File: config.mk
export PLATFORM = sky130hd
export DESIGN_NAME = scr_div
export DESIGN_NICKNAME = d
export VERILOG_FILES = /design/src/rtl/scr_div.sv
export SDC_FILE = /design/constraint.sdc
export NUM_CORES = 1
export LEC_CHECK = 0
export ABC_CLOCK_PERIOD_IN_PS = 5400
export BUFFER_PORTS_ARGS = -buffer_cell sky130_fd_sc_hd__buf_2
export CORE_MARGIN = 2
export CORE_UTILIZATION = 30
export DETAILED_ROUTE_END_ITERATION = 12
export SYNTH_ARGS = -nofsm -noshare
export SYNTH_HDL_FRONTEND = slang
export SYNTH_SLANG_ARGS = --single-unit
File: constraint.sdc
create_clock -name clock -period 5.4 [get_ports clock]
set_clock_uncertainty 0.1 [all_clocks]
set_input_delay 0.27 -clock clock [delete_from_list [all_inputs] [get_ports clock]]
set_output_delay 0.27 -clock clock [all_outputs]
set_load 0.03 [all_outputs]
File: src/rtl/scr_div.sv
`default_nettype none
// ----------------------------------------------------------------------------
// scr_div
// pipelined restoring divider, one quotient bit per stage, with side payload
// ----------------------------------------------------------------------------
module scr_div #(
   parameter int DW = 8,
   parameter int QW = 8,
   parameter int PW = 1
) (
   input  wire logic          clock,
   input  wire logic          reset,
   input  wire logic          en,
   input  wire logic          in_valid,
   input  wire logic [DW-1:0] in_rem,
   input  wire logic [QW-1:0] in_low,
   input  wire logic [DW-1:0] in_divisor,
   input  wire logic [PW-1:0] in_payload,
   output logic               out_valid,
   output logic [QW-1:0]      out_quot,
   output logic [PW-1:0]      out_payload
);

   logic [QW:0]   v_ff;
   logic [DW-1:0] rem_ff  [0:QW];
   logic [DW-1:0] rem_in  [0:QW];
   logic [QW-1:0] low_ff  [0:QW];
   logic [QW-1:0] low_in  [0:QW];
   logic [QW-1:0] quot_ff [0:QW];
   logic [QW-1:0] quot_in [0:QW];
   logic [DW-1:0] div_ff  [0:QW];
   logic [DW-1:0] div_in  [0:QW];
   logic [PW-1:0] pay_ff  [0:QW];
   logic [PW-1:0] pay_in  [0:QW];

   assign rem_in[0]  = in_rem;
   assign low_in[0]  = in_low;
   assign quot_in[0] = '0;
   assign div_in[0]  = in_divisor;
   assign pay_in[0]  = in_payload;

   for (genvar k = 0; k < QW; k++) begin : g_step
      logic [DW:0] sh;
      logic [DW:0] sub;
      logic        ge;
      // shift in next dividend bit, trial subtract
      assign sh  = {rem_ff[k], low_ff[k][QW-1]};
      assign sub = sh - {1'b0, div_ff[k]};
      assign ge  = (sh >= {1'b0, div_ff[k]});
      assign rem_in[k+1]  = ge ? sub[DW-1:0] : sh[DW-1:0];
      assign low_in[k+1]  = low_ff[k] << 1;
      assign quot_in[k+1] = (quot_ff[k] << 1) | QW'(ge);
      assign div_in[k+1]  = div_ff[k];
      assign pay_in[k+1]  = pay_ff[k];
   end

   always_ff @(posedge clock) begin
      if (reset) begin
         v_ff <= '0;
      end else if (en) begin
         v_ff <= {v_ff[QW-1:0], in_valid};
      end
   end

   always_ff @(posedge clock) begin
      if (en) begin
         for (int k = 0; k <= QW; k++) begin
            rem_ff[k]  <= rem_in[k];
            low_ff[k]  <= low_in[k];
            quot_ff[k] <= quot_in[k];
            div_ff[k]  <= div_in[k];
            pay_ff[k]  <= pay_in[k];
         end
      end
   end

   assign out_valid   = v_ff[QW];
   assign out_quot    = quot_ff[QW];
   assign out_payload = pay_ff[QW];

endmodule
`default_nettype wire

# [Yosys cells after proc, flatten, opt, wreduce, memory -nomap -nowiden]
# Memories as Yosys holds them, arrays and structs flattened.
# Cells that the tools add are included.
[word_totals] ramBits=297 mem_count=5 output_inout_bits=10 word_cells=40 in_bits=29 regBits=9
[mem_list] name="div_ff" depth=9 word_bits=8 rd=8 rd_clocked_by_memory_dff=0 write_ports=9 line="31" rtl="logic [DW-1:0] div_ff [0:QW];"
[mem_list] name="low_ff" depth=9 word_bits=8 rd=8 rd_clocked_by_memory_dff=0 write_ports=9 line="27" rtl="logic [QW-1:0] low_ff [0:QW];"
[mem_list] name="quot_ff" depth=9 word_bits=8 rd=9 rd_clocked_by_memory_dff=0 write_ports=9 line="29" rtl="logic [QW-1:0] quot_ff [0:QW];"
[mem_list] name="rem_ff" depth=9 word_bits=8 rd=8 rd_clocked_by_memory_dff=0 write_ports=9 line="25" rtl="logic [DW-1:0] rem_ff [0:QW];"
[mem_list] name="pay_ff" depth=9 word_bits=1 rd=9 rd_clocked_by_memory_dff=0 write_ports=9 line="33" rtl="logic [PW-1:0] pay_ff [0:QW];"
[op_classes] n_addsub=8 bitwise=8 n_mux=10 order_cmp=8
[op_table] op="$ge A9 B8 Y1" count=8
[op_table] op="$mux W8" count=8
[op_table] op="$or A8 B1 Y8" count=8
[op_table] op="$sub A8 B8 Y8" count=8
[op_table] op="$mux W1" count=2

# [Longest topological paths before layout]
# An unclocked memory read counts as a cell.
[logic_depth] word_depth=3 mapped_depth=8

# [Worst setup path after synthesis]
# No wires, ideal clock.
[synth_timing] path_type="reg2reg" from="memory rem_ff[0][5]" to="memory rem_ff[1][2] (netlist: rem_ff[0][10]) (data pin)" synth_period_minus_slack_ns=2.281 stages_incl_launch_ff=7 setup_slack_ns=3.119 arrival_ns=1.920 path_cell_list="edfxtp_1 ha_1 a21o_1 a2111oi_2 o31a_1 buf_6 mux2_4"
[synth_lines] item="start, declared" line="25"

==> results.json <==
{
  "cts_resized": 0,
  "area_growth_from_synthesis_to_layout_pct": 17.54,
  "insertion_delay_ns": 0.53,
  "achievable-frequency_mhz": 376.5,
  "i_o_pins": 39,
  "post_synthesis_cell_area_um2": 10420,
  "synth_most_common_cell": "sky130_fd_sc_hd__edfxtp_1",
  "critical-path-slowest-cell": "sky130_fd_sc_hd__o31a_1",
  "critical_path_required_ns": 5.58,
  "fin_crit_sh": 0.4919,
  "power_density_nw_per_um2": 451.9,
  "synthesis.nets": 831,
  "critPathLaunchType": "flip-flop",
  "number_of_buffer_and_inverter_stages_on_the_critical_path": 0,
  "n_fill_cell": 3303,
  "cts_inserted_buffers": 27,
  "dpl.hpwl_mm": 10.83,
  "clock-sinks": 218,
  "synth.area.top_cells": "sky130_fd_sc_hd__edfxtp_1, sky130_fd_sc_hd__ha_1, sky130_fd_sc_hd__mux2_4",
  "postSynth.topFlopCell": "sky130_fd_sc_hd__edfxtp_1",
  "first_iter_violations": 263,
  "fin_setup_tns_ns": 0,
  "gr-total-overflow": 0,
  "gpl.final_weighted_congestion": 0.8551,
  "clock_tree.buffer_depth": 3,
  "final_cell_area_um2": 12250,
  "yosys_warnings": 0,
  "relSlewSlack": 0.3842,
  "antenna_violations_before_repair": 0,
  "arrival_ns": 2.84,
  "worst_setup_end_kind": "flip-flop",
  "ctsRootBufferMaster": "sky130_fd_sc_hd__clkbuf_16",
  "ys_async_sr_fraction": 0,
  "routed_wl_mm": 16.09,
  "global_route_wire_length_before_repair_mm": 26.61,
  "postCtsSetupBuffers": 0,
  "synth_top_cell_area_share": 0.6023,
  "cp_cell_instances": "ha_1 -> a21o_1 -> a2111oi_2 -> o31a_1 -> mux2_4",
  "place.port_buffers": 38,
  "horizontal_extent_of_the_die_um": 190.4,
  "placed_cell_area_um2": 11150,
  "cpPeakStageDelay_ns": 0.57,
  "ys_types": 53,
  "finalCriticalPeriod_ns": 2.656,
  "post_drt_wl_per_cell_um": 12.41,
  "seq_area_frac_synth": 0.6196,
  "grt_setup_unrepaired": "no",
  "tightest_slew_ns": 0.9236,
  "timing_hold_violations_final": 0,
  "total_leakage_power_nw": 4.813,
  "detail-route-antenna-nets": 0,
  "dr_total_vias": 5844,
  "number_of_enable_flip_flop_cells_after_synthesis": 209,
  "number_of_levels_the_h_tree_was_split_into": 1,
  "crit_path_class": "reg -> reg",
  "commonest_cells_in_the_netlist": "sky130_fd_sc_hd__edfxtp_1, sky130_fd_sc_hd__inv_1, sky130_fd_sc_hd__ha_1",
  "area_of_the_die_um2": 36240,
  "cts_hold_repair.buffers": 28,
  "total_global_route_track_usage": 0.08850,
  "grt_start_max_net_pins": 125,
  "synth_cells": 731,
  "irDropWorstVdd_mv": 0.2459,
  "min_path_type": "in -> reg",
  "drt_pass1_iterations": 4,
  "effective_utilization_at_floorplan": 0.3031,
  "critPathMaxFanout": 9,
  "critical_path.top_delay_family": "compound AO/OA/AOI/OAI gates",
  "total_of_flip_flops_plus_latches_after_synthesis": 218,
  "seqCellArea_um2": 6456,
  "antenna_cells": 0,
  "vias_in_the_first_global_route": 5878,
  "drive_above_1_share": 0.1510,
  "multi_input_area_um2": 3598,
  "cts.clk_slew.worst_paths_ns": 0.06,
  "tritoncts_clock_tree": "built",
  "rows": 68,
  "drc": 0,
  "finalMaxSlewViolations": 0,
  "synth.largest_area_cell": "sky130_fd_sc_hd__edfxtp_1",
  "fp.coreArea_um2": 34370,
  "mean_post_synth_cell_area_um2": 14.25,
  "die_height_um": 190.4,
  "run_status": "finished, final reports clean",
  "final_net_count": 921,
  "detail_route.vias_per_cell": 4.509,
  "cap_violations": 0,
  "setup_viol_count_final": 0
}
-- state kept, by name, indices dropped and copies added (netlist names) --
register and cells:
pay_ff 9, div_ff 64, low_ff 36, quot_ff 36, v_ff 9, rem_ff 64
-- path summary, 6_finish.rpt --
check / slack, ns / startpoint / end / cells after the start
setup reg to reg: 2.74 / rem_ff[0][13] / rem_ff[0][18] / 5
hold reg to reg: 0.32 / low_ff[0][10] / low_ff[0][19] / 0
hold / removal: 0.25 / en / rem_ff[0][4] / 1
setup / recovery: 2.74 / rem_ff[0][13] / rem_ff[0][18] / 5
-- metrics by stage --
step	worst slack [ns]	total power, mW	hold WS, ns	cells	utilization
floorplan	3.119	3.606	0.2689	731	-
global placement	2.809	3.876	0.3014	1219	0.3245
detailed placement	2.729	3.912	0.3045	1219	0.3245
CTS	2.726	5.599	0.2601	1296	0.3563
global route	2.596	5.865	0.2815	1296	0.3563
finish	2.744	5.535	0.2470	1296	0.3563
-- area by class of cell --
class | instances | share of cell area
flip-flops and latches | 218 | 0.5271
repair buffers | 68 | 0.04045
clock buffers | 32 | 0.05670
multi-input cells | 422 | 0.2938
clock inverters | 17 | 0.009705
well taps | 455 | 0.04648
inverters | 84 | 0.02574
-- metal layers --
metal | vias to the layer above | share of wire | global-route usage
li1 | 2930 | - | -
met1 | 2767 | 0.42 | 0.09594
met2 | 90 | 0.50 | 0.1615
met3 | 57 | 0.037 | 0.02116
met4 | 0 | 0.044 | 0.04234
met5 | - | 0 | 0
-- logic make-up (layout without fill, tap and decap cells) --
logic type      after synthesis  count (layout)  share of synthesized area
xor+xnor                     14              14                    0.01177
buf+inv                      91             201                    0.03506
fa+ha+maj                    71              71                    0.09030
compound gates              146             146                     0.1045
mux                          66              66                    0.07601
simple gates                125             125                    0.06280
flops                       218             218                     0.6196
-- placed cells by master (no fill, tap or decap), types with 21 or more instances in the layout --
| master | instances |
|---|---|
| sky130_fd_sc_hd__inv_1 | 84 |
| sky130_fd_sc_hd__nor2_1 | 39 |
| sky130_fd_sc_hd__buf_2 | 37 |
| sky130_fd_sc_hd__mux2i_1 | 30 |
| sky130_fd_sc_hd__dlygate4sd3_1 | 28 |
| sky130_fd_sc_hd__ha_1 | 64 |
| sky130_fd_sc_hd__a21oi_1 | 30 |
| sky130_fd_sc_hd__clkbuf_16 | 27 |
| sky130_fd_sc_hd__nand3_1 | 21 |
| sky130_fd_sc_hd__edfxtp_1 | 209 |
| sky130_fd_sc_hd__mux2_4 | 23 |
| sky130_fd_sc_hd__o21ai_0 | 26 |
-- worst reg2reg max path, stage by stage (launching register included) --
cell,delay [ns]
sky130_fd_sc_hd__edfxtp_1,0.39
sky130_fd_sc_hd__ha_1,0.39
sky130_fd_sc_hd__a21o_1,0.25
sky130_fd_sc_hd__a2111oi_2,0.36
sky130_fd_sc_hd__o31a_1,0.57
sky130_fd_sc_hd__mux2_4,0.35
-- power breakdown --
part	internal, mW	switching, mW
clock network	0.963	0.679
logic	0.781	0.788
registers	2.21	0.111
total	3.96	1.58
Power figures use the tool's default switching activity.
