### config.mk
export PLATFORM = sky130hd
export DESIGN_NAME = scr_sqrt
export DESIGN_NICKNAME = d
export VERILOG_FILES = /design/src/rtl/scr_sqrt.sv
export SDC_FILE = /design/constraint.sdc
export NUM_CORES = 1
export LEC_CHECK = 0
export BUFFER_PORTS_ARGS = -buffer_cell sky130_fd_sc_hd__buf_2
export CAP_MARGIN = 20
export CORE_MARGIN = 1.5
export CORE_UTILIZATION = 40
export DETAILED_ROUTE_END_ITERATION = 7
export PLACE_DENSITY_LB_ADDON = 0.2
export SKIP_CTS_REPAIR_TIMING = 1
export SYNTH_ARGS = -nofsm -noshare
export SYNTH_HDL_FRONTEND = slang
export SYNTH_SLANG_ARGS = --single-unit
### constraint.sdc
create_clock -name clock -period 6.05 [get_ports clock]
set_input_delay 0.605 -clock clock [delete_from_list [all_inputs] [get_ports clock]]
set_output_delay 0.605 -clock clock [all_outputs]
set_load 0.02 [all_outputs]
### src/rtl/scr_sqrt.sv
`default_nettype none
// ----------------------------------------------------------------------------
// scr_sqrt
// pipelined integer square root (floor), one root bit per stage
// ----------------------------------------------------------------------------
module scr_sqrt #(
   parameter int NW = 16,
   parameter int RW = 8,
   parameter int PW = 1
) (
   input  wire logic          clock,
   input  wire logic          reset,
   input  wire logic          en,
   input  wire logic          in_valid,
   input  wire logic [NW-1:0] in_rad,
   input  wire logic [PW-1:0] in_payload,
   output logic               out_valid,
   output logic [RW-1:0]      out_root,
   output logic [PW-1:0]      out_payload
);

   logic [RW:0]   v_ff;
   logic [NW-1:0] rad_ff  [0:RW];
   logic [NW-1:0] rad_in  [0:RW];
   logic [RW-1:0] root_ff [0:RW];
   logic [RW-1:0] root_in [0:RW];
   logic [NW-1:0] acc_ff  [0:RW];
   logic [NW-1:0] acc_in  [0:RW];
   logic [PW-1:0] pay_ff  [0:RW];
   logic [PW-1:0] pay_in  [0:RW];

   assign rad_in[0]  = in_rad;
   assign root_in[0] = '0;
   assign acc_in[0]  = '0;
   assign pay_in[0]  = in_payload;

   for (genvar k = 0; k < RW; k++) begin : g_step
      localparam int B = RW - 1 - k;
      logic [NW+1:0] tr;
      logic          ok;
      // (root + 2^b)^2 = root^2 + root*2^(b+1) + 2^(2b)
      assign tr = {2'b00, acc_ff[k]}
                + ({{(NW+2-RW){1'b0}}, root_ff[k]} << (B + 1))
                + ((NW+2)'(1) << (2 * B));
      assign ok = (tr <= {2'b00, rad_ff[k]});
      assign acc_in[k+1]  = ok ? tr[NW-1:0] : acc_ff[k];
      assign root_in[k+1] = ok ? (root_ff[k] | (RW'(1) << B)) : root_ff[k];
      assign rad_in[k+1]  = rad_ff[k];
      assign pay_in[k+1]  = pay_ff[k];
   end

   always_ff @(posedge clock) begin
      if (reset) begin
         v_ff <= '0;
      end else if (en) begin
         v_ff <= {v_ff[RW-1:0], in_valid};
      end
   end

   always_ff @(posedge clock) begin
      if (en) begin
         for (int k = 0; k <= RW; k++) begin
            rad_ff[k]  <= rad_in[k];
            root_ff[k] <= root_in[k];
            acc_ff[k]  <= acc_in[k];
            pay_ff[k]  <= pay_in[k];
         end
      end
   end

   assign out_valid   = v_ff[RW];
   assign out_root    = root_ff[RW];
   assign out_payload = pay_ff[RW];

endmodule
`default_nettype wire

# ---- After elaboration in Yosys (flattened, before gate mapping)
# Memory sizes are Yosys's and may differ from the RTL's.
# Cells that the tools add are included.
dict set report classes {
  n_addsub 16
  mul 0
  n_div 0
  magnitude_cmp 8
  eq_ne 0
  shifts 0
  n_mux 18
  n_bitwise 0
  n_reduce_logical 0
}
# op n
set op_table {}
lappend op_table {{18-bit by 16-bit less-or-equal comparator with 1-bit output} 8}
lappend op_table {{16-bit 2-to-1 mux} 8}
lappend op_table {{17-bit by 1-bit adder with 18-bit output, second input constant} 1}
lappend op_table {{17-bit by 11-bit adder with 18-bit output, second input constant} 1}
lappend op_table {{17-bit by 13-bit adder with 18-bit output, second input constant} 1}
lappend op_table {{17-bit by 15-bit adder with 18-bit output, second input constant} 1}
lappend op_table {{17-bit by 3-bit adder with 18-bit output, second input constant} 1}
lappend op_table {{17-bit by 5-bit adder with 18-bit output, second input constant} 1}
lappend op_table {{17-bit by 7-bit adder with 18-bit output, second input constant} 1}
lappend op_table {{17-bit by 9-bit adder with 18-bit output, second input constant} 1}
lappend op_table {{16-bit by 10-bit adder with 17-bit output} 1}
lappend op_table {{16-bit by 11-bit adder with 17-bit output} 1}
lappend op_table {{16-bit by 12-bit adder with 17-bit output} 1}
lappend op_table {{16-bit by 13-bit adder with 17-bit output} 1}
lappend op_table {{16-bit by 14-bit adder with 17-bit output} 1}
lappend op_table {{16-bit by 15-bit adder with 17-bit output} 1}
lappend op_table {{16-bit by 16-bit adder with 17-bit output} 1}
lappend op_table {{16-bit by 9-bit adder with 17-bit output} 1}
lappend op_table {{8-bit 2-to-1 mux} 1}
lappend op_table {{7-bit 2-to-1 mux} 1}
lappend op_table {{6-bit 2-to-1 mux} 1}
lappend op_table {{5-bit 2-to-1 mux} 1}
lappend op_table {{4-bit 2-to-1 mux} 1}
lappend op_table {{1-bit 2-to-1 mux} 3}
lappend op_table {{2 further kinds} 2}
dict set report word_totals {
  register_bits 9
  latchBits 0
  ram_bits 369
  romBits 0
  input_bits 21
  output_inout_bits 10
  elab_cells 47
  mem_count 4
}
# memory depth word_bits rd rd_clocked_by_memory_dff write_ports line_no
set mem_list {}
lappend mem_list {acc_ff 9 16 8 0 9 27} ;# logic [NW-1:0] acc_ff [0:RW];
lappend mem_list {rad_ff 9 16 8 0 9 23} ;# logic [NW-1:0] rad_ff [0:RW];
lappend mem_list {root_ff 9 8 9 0 9 25} ;# logic [RW-1:0] root_ff [0:RW];
lappend mem_list {pay_ff 9 1 9 0 9 29} ;# logic [PW-1:0] pay_ff [0:RW];

# ---- Depth between registers and ports, before layout
# Gate-level depths: netlist (run 1).
# An unclocked memory read counts as a cell.
dict set report depth {
  depth_word 5
  ltp_mapped 14
  mapped_depth_nobuf 14
}

# ---- Worst setup path before layout (run 1)
# OpenSTA, ideal clock, no wires.
dict set report synth_timing {
  path_kind {reg-to-reg}
  startpoint {mem acc_ff[6][6] (netlist: acc_ff[0][102])}
  endpoint {mem acc_ff[7][6] (netlist: acc_ff[0][118]) (data pin)}
  setup_ns 0.260
  arrival_ns 3.422
  t_required_ns 5.790
  setup_slack_ns 2.368
  stages_incl_launch_ff 15
  n_path_buf 1
  period_less_slack_ns 3.682
  cell_sequence {edfxtp_1 > ha_1 > a31oi_1 > o21bai_1 > a41oi_1 > nor3_1 > xor2_1 > ha_1 > and4_1 > nand3_1 > or4_4 > o31ai_4 > and2_4 > buf_8 > mux2_4}
}
# item line_no
set synth_rtl {}
lappend synth_rtl {{start, declared} 27}

==> results_dict.tcl, run 1 <==
set metrics [dict create \
    tns_ns 0 \
    insertion_delay_ns 0.51 \
    cts_tree "built" \
    overflow 0 \
    reg2reg_setup_slack_ns 2.05 \
    syn_area_sq_mm 0.0101 \
    root_buffer "clkbuf_16" \
    yosysTopAreaCellShare_pct 64.4 \
    r2r-start "acc_ff[0][102]" \
    min_from "in_rad[14]" \
    yosysTopAreaCell "edfxtp_1" \
    fmaxAchievable_mhz 250 \
    ys_warn_count 0 \
    cts_sinks 225 \
    placedCellCount 1038 \
    status "finished, final reports clean" \
    finalNetCount 833 \
    p_total_uw 4430 \
    worst_ir_drop_vdd_v 0.000235 \
    cp_top_family "simple AND/OR/NAND/NOR gates" \
    antenna_found_initial 0 \
    route.detailed.drc 0 \
    gp_congestion 0.975 \
    synthToLayoutAreaGrowth_pct 12.5 \
    min_path_type "in2reg" \
    ys_seq_area_share_pct 66.2 \
    regToRegEndpoint "acc_ff[0][121]" \
    grt_max_degree 129 \
    finalHoldViolCount 0 \
    cp.arrival_ns 4.24 \
    syn_nets 787 \
    hold_depth 1 \
    drtIter0Drc 235 \
    ant_nets 0 \
    fillers 2156 \
    path_class "reg2reg" \
    wl_um 16100 \
    crit_fanout 8 \
    die_h_um 162 \
    initial_core_util_pct 41.0 \
    synthFlopType "edfxtp_1" \
    multi_input_area_sq_mm 0.00309 \
    fin_area_sq_mm 0.0113 \
    endpoint_kind "flop" \
    synth-seq-cells 225 \
    dieArea_sq_mm 0.0261 \
    cp_num_buf_inv 0 \
    mostFrequentLayoutCell "edfxtp_1" \
    rsz0062_at_grt "no" \
    drv_cap 0 \
    register_area_sq_mm 0.00667 \
    clk_pin_slew_ns 0.06 \
    synth.top_cells.by_area "edfxtp_1 64%, ha_1 8.9%, xnor2_1 2.3%" \
    leakage_uw 0.00435 \
    worst_pin_slew_ns 1.03 \
    htree_levels 1 \
    via_count 5350 \
    coreArea_sq_mm 0.0245 \
    min_to "rad_ff[0][14]" \
    drive_gt1_share_pct 12.0 \
    final_cell_mix "216 x edfxtp_1, 72 x ha_1, 60 x inv_1" \
    setup_viol 0 \
    dpl_cell_area_sq_mm 0.0106 \
    dieWidth_um 162 \
    drt-pass1-iter-count 4 \
    synth_edf_count 216 \
    hpwl_um 11700 \
    fin_worst_skew_ns 0.0154 \
    syn_inst 694 \
    rows 57 \
    crit_path_cell_trace "ha_1 > a31oi_1 > o21bai_1 > a41oi_1 > nor3_1 > xor2_1 > ha_1 > and4_1 > nand3_1 > or4_4 > o31ai_4 > and2_4 > mux2_4" \
    max_stage_delay_ns 0.56 \
    grt_pass1_wl_um 26000 \
    via_per_inst 4.97 \
    slowest_stage "or4_4" \
    synth.avg_cell_area_sq_um 14.5 \
    finalCritPeriodShare_pct 66.0 \
    num_io_pins 31 \
    synth_cell_types 60 \
    clock_path_buffers 3 \
    antennaDiodeCount 0 \
    path_common_cell "ha_1" \
    io_buffer_count 30 \
    period_minus_slack_ns 4.00 \
    grt_pass1_vias 5548 \
    relSlewSlack_pct 31.2 \
    grt_use_total_pct 12.5 \
    wire_per_inst_um 15.0 \
    ff2ff_path_depth 13 \
    final_cells 1077 \
    p_per_area_mw_per_mm2 391 \
    crit_required_ns 6.30 \
    start_kind "flop" \
    cp_num_cells 13 \
    cts_inserted_buffers 24 \
    slew_viol_final 0 \
    async_flop_share_pct 0 \
]
-- Yosys cell counts (3+ instances only) --
library cell and number:
a211oi_1 3, a21o_1 6, a21oi_1 33, a2bb2oi_1 3, a31oi_1 11, and2_1 6
and3_1 3, buf_4 8, dfxtp_1 9, edfxtp_1 216, ha_1 72, inv_1 60
mux2_2 9, mux2_4 6, mux2i_1 9, nand2_1 23, nand2b_1 7, nand3_1 16
nand3b_1 3, nand4_1 11, nor2_1 37, nor2b_1 17, nor3_1 14, nor4_1 7
o211ai_1 3, o21ai_0 12, o21bai_1 4, xnor2_1 27, xor2_1 21
-- how the worst max path moves through the flow --
stage | startpoint | to | slack [ns]
floorplan | acc_ff[0][102] | acc_ff[0][118] | 2.37
global placement | acc_ff[0][102] | acc_ff[0][118] | 2.18
detailed placement | acc_ff[0][102] | acc_ff[0][118] | 2.07
CTS | acc_ff[0][102] | acc_ff[0][118] | 2.05
global route | root_ff[0][45] | acc_ff[0][105] | 1.85
finish | acc_ff[0][102] | acc_ff[0][121] | 2.05
-- power by group --
part	internal (uW)	switching [uW]
sequential	1920	114
clock	826	555
combinational	448	566
total	3200	1230
-- metal layers --
layer | up-vias | routed length (um) | global-route usage (%)
li1 | 2690 | - | -
met1 | 2501 | 6290 | 12.8
met2 | 103 | 8300 | 23.5
met3 | 56 | 535 | 2.32
met4 | 0 | 1010 | 7.63
met5 | - | 0 | 0
-- area by class of cell --
type                            count  area share (%)
Clock buffer                       32            6.31
Clock inverter                      7           0.431
Inverter                           60            1.99
Multi-Input combinational cell    397            27.3
Sequential cell                   225            58.9
Tap cell                          324            3.58
Timing Repair Buffer               32            1.54
-- cells by family (layout without fill, tap and decap cells) --
kind of cell             after synthesis  in the layout  share of synthesized area, %
multiplexers                          24             24                          2.80
AND/OR/NAND/NOR                      157            157                          8.25
flip-flops                           225            225                          66.2
adder cells (fa/ha/maj)               72             72                          8.95
buffers and inverters                 72            131                          3.09
AO/OA/AOI/OAI                         96             96                          6.54
XOR/XNOR                              48             48                          4.18
-- stage by stage --
stage	hold slack (ns)	setup slack [ns]	util, %
after floorplan	0.400	2.37	-
after global placement	0.401	2.18	43.1
after detailed placement	0.405	2.07	43.1
after CTS	0.235	2.05	46.2
after global routing	0.231	1.85	46.2
final	0.262	2.05	46.2
-- sequential cells by signal (all words and copies together) (netlist names) --
signal / cells
rad_ff: 128
acc_ff: 49
pay_ff: 9
v_ff: 9
root_ff: 30
No activity file was read; power rests on OpenSTA's default activity.
==> inputs of run 2 (changes only) <==
Clock period 6.05 ns to 3.37 ns, I/O delays scaled along.
==> run 2 against run 1 <==
Net effect: the run now ends with negative setup slack left; global-route usage up 0.63 points; clock power up 91%; first-iteration DRC count up 8.1%; sequential power up 79%; clock skew down 0.0066 ns; cell count up 6.2%; design area up 8.2%; hold slack worse by 0.18 ns; non-clock buffer count up 63; sequential share of layout area down 4.5 points.
==> results_dict.tcl, run 2 (same netlist as run 1, synthesis figures left out) <==
set metrics [dict create \
    synthToLayoutAreaGrowth_pct 21.7 \
    cts_tree "built" \
    drtIter0Drc 254 \
    start_kind "flop" \
    reg_top3 "rad_ff x128, acc_ff x49, root_ff x30" \
    setup_viol 14 \
    max_stage_delay_ns 0.44 \
    cp_top_family "simple AND/OR/NAND/NOR gates" \
    cp_num_buf_inv 0 \
    io_buffer_count 30 \
    grt_pass1_vias 5552 \
    clock_path_buffers 3 \
    min_to "v_ff[0]" \
    wire_per_inst_um 15.3 \
    crit_required_ns 3.64 \
    drive_gt1_share_pct 21.7 \
    fmaxAchievable_mhz 287 \
    dieArea_sq_mm 0.0261 \
    grt_use_total_pct 13.1 \
    via_per_inst 4.90 \
    slowest_stage "or4_4" \
    antennaDiodeCount 0 \
    relSlewSlack_pct 57.7 \
    reg2reg_setup_slack_ns -0.11 \
    htree_levels 1 \
    final_cell_mix "216 x edfxtp_1, 68 x ha_1, 60 x inv_1" \
    largest_reg_flops 128 \
    grt_max_degree 83 \
    pre_cts_ws_ns -0.232 \
    p_per_area_mw_per_mm2 700 \
    finalNetCount 896 \
    hpwl_um 12300 \
    hold_depth 3 \
    crit_fanout 6 \
    via_count 5605 \
    route.detailed.drc 0 \
    drt-pass1-iter-count 4 \
    clk_pin_slew_ns 0.06 \
    fin_worst_skew_ns 0.00885 \
    finalHoldViolCount 0 \
    cp.arrival_ns 3.75 \
    overflow 0 \
    leakage_uw 0.00476 \
    insertion_delay_ns 0.51 \
    initial_core_util_pct 41.0 \
    root_buffer "clkbuf_16" \
    die_h_um 162 \
    ff2ff_path_depth 13 \
    period_minus_slack_ns 3.48 \
    dieWidth_um 162 \
    finalCritPeriodShare_pct 103 \
    wl_um 17500 \
    regToRegEndpoint "acc_ff[0][118]" \
    cts_sinks 225 \
    endpoint_kind "flop" \
    min_path_type "in2reg" \
    cts_inserted_buffers 24 \
    rows 57 \
    coreArea_sq_mm 0.0245 \
    path_class "reg2reg" \
    worst_pin_slew_ns 0.635 \
    whs_ns 0.0868 \
    r2r-start "root_ff[0][52]" \
    mostFrequentLayoutCell "edfxtp_1" \
    slew_viol_final 0 \
    min_from "in_valid" \
    rsz0062_at_grt "yes" \
    worst_ir_drop_vdd_v 0.000580 \
    drv_cap 0 \
    violations "negative setup slack" \
    antenna_found_initial 0 \
    gp_congestion 0.939 \
    grt_pass1_wl_um 27000 \
    regMostFlops "rad_ff" \
    crit_path_cell_trace "ha_4 > a31oi_4 > o21bai_4 > a41oi_4 > nor3_2 > xor2_1 > ha_1 > and4_1 > nand3_2 > or4_4 > o31ai_4 > and2_4 > mux2_4" \
    ant_nets 0 \
    status "finished with violations" \
    worst_slack_ns -0.114 \
    num_io_pins 31 \
]
-- run 2: area by class of cell --
type,instances,area [sq um]
clock buffers,31,668
clock inverters,12,138
fillers,2068,12300
inverters,60,225
multi-input cells,397,3430
flip-flops and latches,225,6670
well taps,324,405
repair buffers,95,724
-- run 2: layer usage --
metal | vias up | GRT usage (%) | routed length (um)
li1 | 2811 | - | -
met1 | 2654 | 13.3 | 6730
met2 | 93 | 25.7 | 9410
met3 | 47 | 2.37 | 535
met4 | 0 | 6.26 | 824
met5 | - | 0 | 0
-- run 2: how the worst max path moves through the flow --
stage / from / endpoint / cells after the start
6_report: root_ff[0][52] / acc_ff[0][118] / 13
5_1_grt: acc_ff[0][102] / acc_ff[0][118] / 13
4_1_cts: acc_ff[0][102] / acc_ff[0][121] / 13
3_5_place_dp: acc_ff[0][102] / acc_ff[0][119] / 13
3_3_place_gp: acc_ff[0][102] / acc_ff[0][121] / 13
2_1_floorplan: acc_ff[0][100] / acc_ff[0][118] / 13
-- run 2: per-stage QoR --
| stage | TNS [ns] | instances | util, % | total power (uW) | instance area (sq um) |
|---|---|---|---|---|---|
| 2_1_floorplan | 0 | 694 | - | 5010 | 10100 |
| 3_3_place_gp | -1.83 | 1071 | 44.3 | 5590 | 10900 |
| 3_5_place_dp | -2.98 | 1071 | 44.3 | 5680 | 10900 |
| 4_1_cts | -3.20 | 1114 | 47.6 | 8360 | 11700 |
| 5_1_grt | -3.93 | 1144 | 49.9 | 9010 | 12300 |
| 6_report | -0.881 | 1144 | 49.9 | 8580 | 12300 |
-- run 2: power by group --
part | internal [uW] | switching (uW) | leakage [uW] | total, uW
clock network | 1620 | 1020 | 0.000393 | 2640
logic | 1120 | 1160 | 0.00218 | 2280
registers | 3450 | 209 | 0.00218 | 3660
total | 6190 | 2390 | 0.00476 | 8580
-- run 2: worst reg2reg max path, stage by stage (launching register included) --
cell and delay [ns]:
edfxtp_1 0.43, ha_4 0.32, a31oi_4 0.10, o21bai_4 0.16
a41oi_4 0.17, nor3_2 0.26, xor2_1 0.14, ha_1 0.30
and4_1 0.19, nand3_2 0.08, or4_4 0.44, o31ai_4 0.09
and2_4 0.25, mux2_4 0.31
